### src/hdl/nca_pkg.sv
// Shared types and constants for the nearest-center assignment block.
package nca_pkg;

    // Fixed field widths of the item, configuration and result channels.
    localparam int IDX_W   = 4;
    localparam int DIM_W   = 4;
    localparam int CFG_W   = 5;
    localparam int DIST_W  = 52;

    // A difference magnitude at or above 2^SQ_LOG2 saturates the square.
    localparam int SQ_LOG2 = 26;

    localparam logic [DIST_W-1:0] SUM_MAX       = {DIST_W{1'b1}};
    localparam logic [CFG_W-1:0]  ACTIVE_RESET  = CFG_W'(16);

    // Command codes of the input item.
    localparam logic CMD_CENTER = 1'b0;
    localparam logic CMD_POINT  = 1'b1;

    // Sequencer states.
    typedef enum logic [1:0] {
        S_IDLE,
        S_ISSUE,
        S_DRAIN,
        S_RESULT
    } t_state;

    // Commands from the controller to the datapath.
    typedef struct packed {
        logic capture;
        logic center_wr;
        logic issue;
        logic load_out;
    } t_ctrl_cmd;

    // Status from the datapath to the controller.
    typedef struct packed {
        logic issue_last;
        logic pass_done;
        logic point_last;
        logic out_busy;
    } t_ctrl_stat;

endpackage

### src/hdl/nca_ctrl.sv
// Sequencer for the center pass: accepts items, steps the datapath, hands off results.
module nca_ctrl (
    input  logic                i_clk,
    input  logic                i_rst_n,
    input  logic                i_in_valid,
    input  logic                i_in_cmd,
    output logic                o_in_ready,
    input  nca_pkg::t_ctrl_stat i_stat,
    output nca_pkg::t_ctrl_cmd  o_cmd
);
    import nca_pkg::*;

    t_state r_state;
    t_state n_state;
    logic   accept;

    assign accept = i_in_valid && o_in_ready;

    // State register.
    always_ff @(posedge i_clk) begin
        if (!i_rst_n) begin
            r_state <= S_IDLE;
        end else begin
            r_state <= n_state;
        end
    end

    // Next state.
    always_comb begin
        n_state = r_state;
        unique case (r_state)
            S_IDLE: begin
                if (accept && i_in_cmd == CMD_POINT) begin
                    n_state = S_ISSUE;
                end
            end
            S_ISSUE: begin
                if (i_stat.issue_last) begin
                    n_state = S_DRAIN;
                end
            end
            S_DRAIN: begin
                if (i_stat.pass_done) begin
                    n_state = i_stat.point_last ? S_RESULT : S_IDLE;
                end
            end
            S_RESULT: begin
                if (!i_stat.out_busy) begin
                    n_state = S_IDLE;
                end
            end
            default: n_state = S_IDLE;
        endcase
    end

    // Outputs.
    always_comb begin
        o_in_ready        = 1'b0;
        o_cmd.capture     = 1'b0;
        o_cmd.center_wr   = 1'b0;
        o_cmd.issue       = 1'b0;
        o_cmd.load_out    = 1'b0;
        unique case (r_state)
            S_IDLE: begin
                o_in_ready      = 1'b1;
                o_cmd.capture   = i_in_valid && i_in_cmd == CMD_POINT;
                o_cmd.center_wr = i_in_valid && i_in_cmd == CMD_CENTER;
            end
            S_ISSUE: begin
                o_cmd.issue = 1'b1;
            end
            S_DRAIN: begin
            end
            S_RESULT: begin
                o_cmd.load_out = !i_stat.out_busy;
            end
            default: begin
            end
        endcase
    end
endmodule

### config.mk
export PLATFORM = sky130hd
export DESIGN_NAME = nca_ctrl
export DESIGN_NICKNAME = d
export VERILOG_FILES = /design/src/hdl/nca_pkg.sv /design/src/hdl/nca_ctrl.sv
export SDC_FILE = /design/constraint.sdc
export NUM_CORES = 1
export LEC_CHECK = 0
export BUFFER_PORTS_ARGS = -buffer_cell sky130_fd_sc_hd__buf_2
export CORE_AREA = 2 2 39 41
export CTS_CLUSTER_DIAMETER = 200
export DETAILED_ROUTE_END_ITERATION = 16
export DIE_AREA = 0 0 41 43
export PLACE_DENSITY = 0.34
export SYNTH_ARGS = -nofsm -noshare
export SYNTH_HDL_FRONTEND = slang
export SYNTH_SLANG_ARGS = --single-unit
### constraint.sdc
create_clock -name i_clk -period 1.2 [get_ports i_clk]
set_input_delay 0.06 -clock i_clk [delete_from_list [all_inputs] [get_ports i_clk]]
set_output_delay 0.06 -clock i_clk [all_outputs]
set_load 0.005 [all_outputs]
==> impl_metrics.yaml <==
clock_tree:
  htreeDepth: 1
  root_buffer: "clkbuf_4"
  numClockSinks: 2
  hold_buffers: 0
  cts_tree: "built"
  clk-insertion-delay-late_ns: 0.22
  clock_path_buffers: 2
  cts_buffers: 3
  clk_pin_slew_worst_paths_ns: 0.03
power_and_ir_drop:
  p_comb_share_pct: 18.2
  p_per_area_nw_per_um2: 1150
  internal-power_uw: 211
  total_power_uw: 279
  clockPowerShare_pct: 53.5
  switching_share_pct: 24.4
  leakage_uw: 0.000129
  vdd_ir_drop_max_uv: 177
  p_sw_uw: 68.0
  power_frac_seq_pct: 28.4
critical_path:
  critPathKind: "register to output port"
  arrival_ns: 1.02
  cp_cell_sequence: "nor2_1 > and3_1 > buf_2"
  cp_slowest_stage_delay_ns: 0.34
  cp-end-kind: "output port"
  worst-path-buf-inv: 1
  timing.critical_path.from: "r_state[1]$_SDFFE_PN0P_"
  crit_fanout: 8
  critPathTopFamily: "simple AND/OR/NAND/NOR gates"
  slowest_stage: "dfxtp_2"
  r2r_start: "r_state[0]$_SDFFE_PN0P_"
  crit_path_start_kind: "register"
  cp.required_ns: 1.14
timing:
  hold_slack_ns: 0.0810
  fmax_mhz: 930
  max_slew_margin_pct: 80.5
  tns_ns: 0
  tightest_slew_ns: 0.288
  grt_setup_unrepaired: "false"
  setup_viol: 0
  skew_ns: 0.00173
  hold_viol: 0
  maxSlewViolCount: 0
  period_minus_slack_ns: 1.08
  min_period_over_period_pct: 89.7
finish:
  final_area_um2: 243
  drive_gt1_share_pct: 48.6
  largest_register_ffs: 2
  top_register: "r_state"
  fillers: 154
  nNetsFinal: 45
  antenna_cells: 0
  reg_top3: "r_state: 2 flops"
  area_growth_pct: 74.8
place:
  place_area_um2: 219
  globalplace.congestion: 0.686
  port_buffers: 12
die:
  core_um2: 1380
  initial_core_util_pct: 10.0
  io_pins: 13
  die_area_um2: 1760
  rows: 14
  die_height_um: 43
  die_x_um: 41
outcome:
  status: "finished clean"
yosys:
  syn_inst: 20
  ys_seq_area_share_pct: 28.8
  synth_area_um2: 139
  syn-num-nets: 28
  synth.distinct_cells: 13
  ys_ff_latch: 2
  synth_area_leaders: "dfxtp_1 (29%), nand2_1 (11%), nor2_1 (8.1%), o211a_1 (7.2%), and2b_2 (6.3%)"
  ys_warn_count: 0
  syn_area_per_cell_um2: 6.94
  netlist.area_leader.share_pct: 28.8
  yosys.area.top_type: "dfxtp_1"
global_routing:
  grt_overflow: 0
  antenna_found_initial: 0
  grt_pass1_wl_um: 648
  grt.total_usage_pct: 6.11
  grt_max_degree: 9
  grt_pass1_vias: 175
route:
  drc: 0
  drt_iter0_drc: 2
  viasPerCell: 3.61
  drt_pass1_iterations: 2
  wl_per_cell_um: 7.98
  drt_wl_total_um: 407
  vias: 184
  drtAntennaViolNets: 0
flow_run:
  drv_cap: 0
hold_path:
  hp-start: "i_stat[3]"
  hold_path.class: "input port to register"
## cells in the mapped netlist
cell      n
a21boi_1  1
and2b_2   1
and3_1    1
dfxtp_1   2
inv_1     2
nand2_1   4
nand2b_1  1
nand3_1   1
nor2_1    3
o211a_1   1
o211ai_1  1
o21ai_0   1
o311ai_0  1
## tightest hold or removal path: stages
cell and delay, ns:
buf_2 0.10, nand2_1 0.05, a21boi_1 0.05
## cells in the final DEF, fill, tap and decap left out
cell type	count
nand3_1	1
nor2_1	3
o21ai_0	1
and2b_2	1
o211ai_1	1
and3_1	1
dfxtp_1	1
dfxtp_2	1
o211a_1	1
inv_1	2
buf_2	12
nand2_1	4
a21boi_1	1
o311ai_0	1
nand2b_1	1
clkbuf_4	3
## power groups by stage
stage / Clock, uW / Sequential, uW / Combinational, uW
after CTS: 159 / 78.8 / 51.4
after detailed placement: 0 / 79.7 / 51.1
after floorplan: 0 / 77.9 / 23.6
final: 149 / 79.0 / 50.6
after global routing: 160 / 80.9 / 57.7
after global placement: 0 / 80.0 / 52.6
## layout make-up
cell class                      count  area (um^2)  share of cell area, %
Multi-Input combinational cell     16         91.3                   37.6
Timing Repair Buffer               12         60.1                   24.7
Sequential cell                     2         41.3                   17.0
Clock buffer                        3         22.5                   9.28
Tap cell                           16         20.0                   8.25
Inverter                            2         7.51                   3.09
## stage by stage
stage / std cells / util (%) / setup WS [ns]
6_report: 51 / 17.5 / 0.124
5_1_grt: 51 / 17.5 / 0.0277
4_1_cts: 51 / 17.5 / 0.0587
3_5_place_dp: 48 / 15.8 / 0.283
3_3_place_gp: 48 / 15.8 / 0.246
2_1_floorplan: 20 / - / 0.331
## per-layer routing
layer  global-route usage (%)  share of wire [%]  routed length [um]  vias to the layer above
li1                         -                  -                   -                       99
met4                     8.00                2.7                  11                        0
met2                     5.94                 28                 114                       15
met1                     7.64                 47                 193                       68
met5                        0                  0                   0                        -
met3                     3.14                 21                  87                        2
## cell families (layout without fill, tap and decap cells)
kind of cell	count (synthesis)	after routing	share of synthesized area [%]
buffers and inverters	2	17	5.41
flip-flops	2	2	28.8
AND/OR/NAND/NOR	11	11	37.8
AO/OA/AOI/OAI	5	5	27.9
## path summary, 6_finish.rpt
check,depth (start not counted),slack (ns),end
max reg2reg,2,0.31,r_state[1]$_SDFFE_PN0P_
min reg2reg,2,0.53,r_state[1]$_SDFFE_PN0P_
min,3,0.08,r_state[1]$_SDFFE_PN0P_
max,3,0.12,o_cmd[3]
## repair_timing
| action | CTS | global route |
|---|---|---|
| endpoints found under the setup margin | 0 | 1 |
| setup buffers | 0 | 0 |
| gates resized for setup | 0 | 1 |
Note: power is estimated with default switching activity, not from simulation.
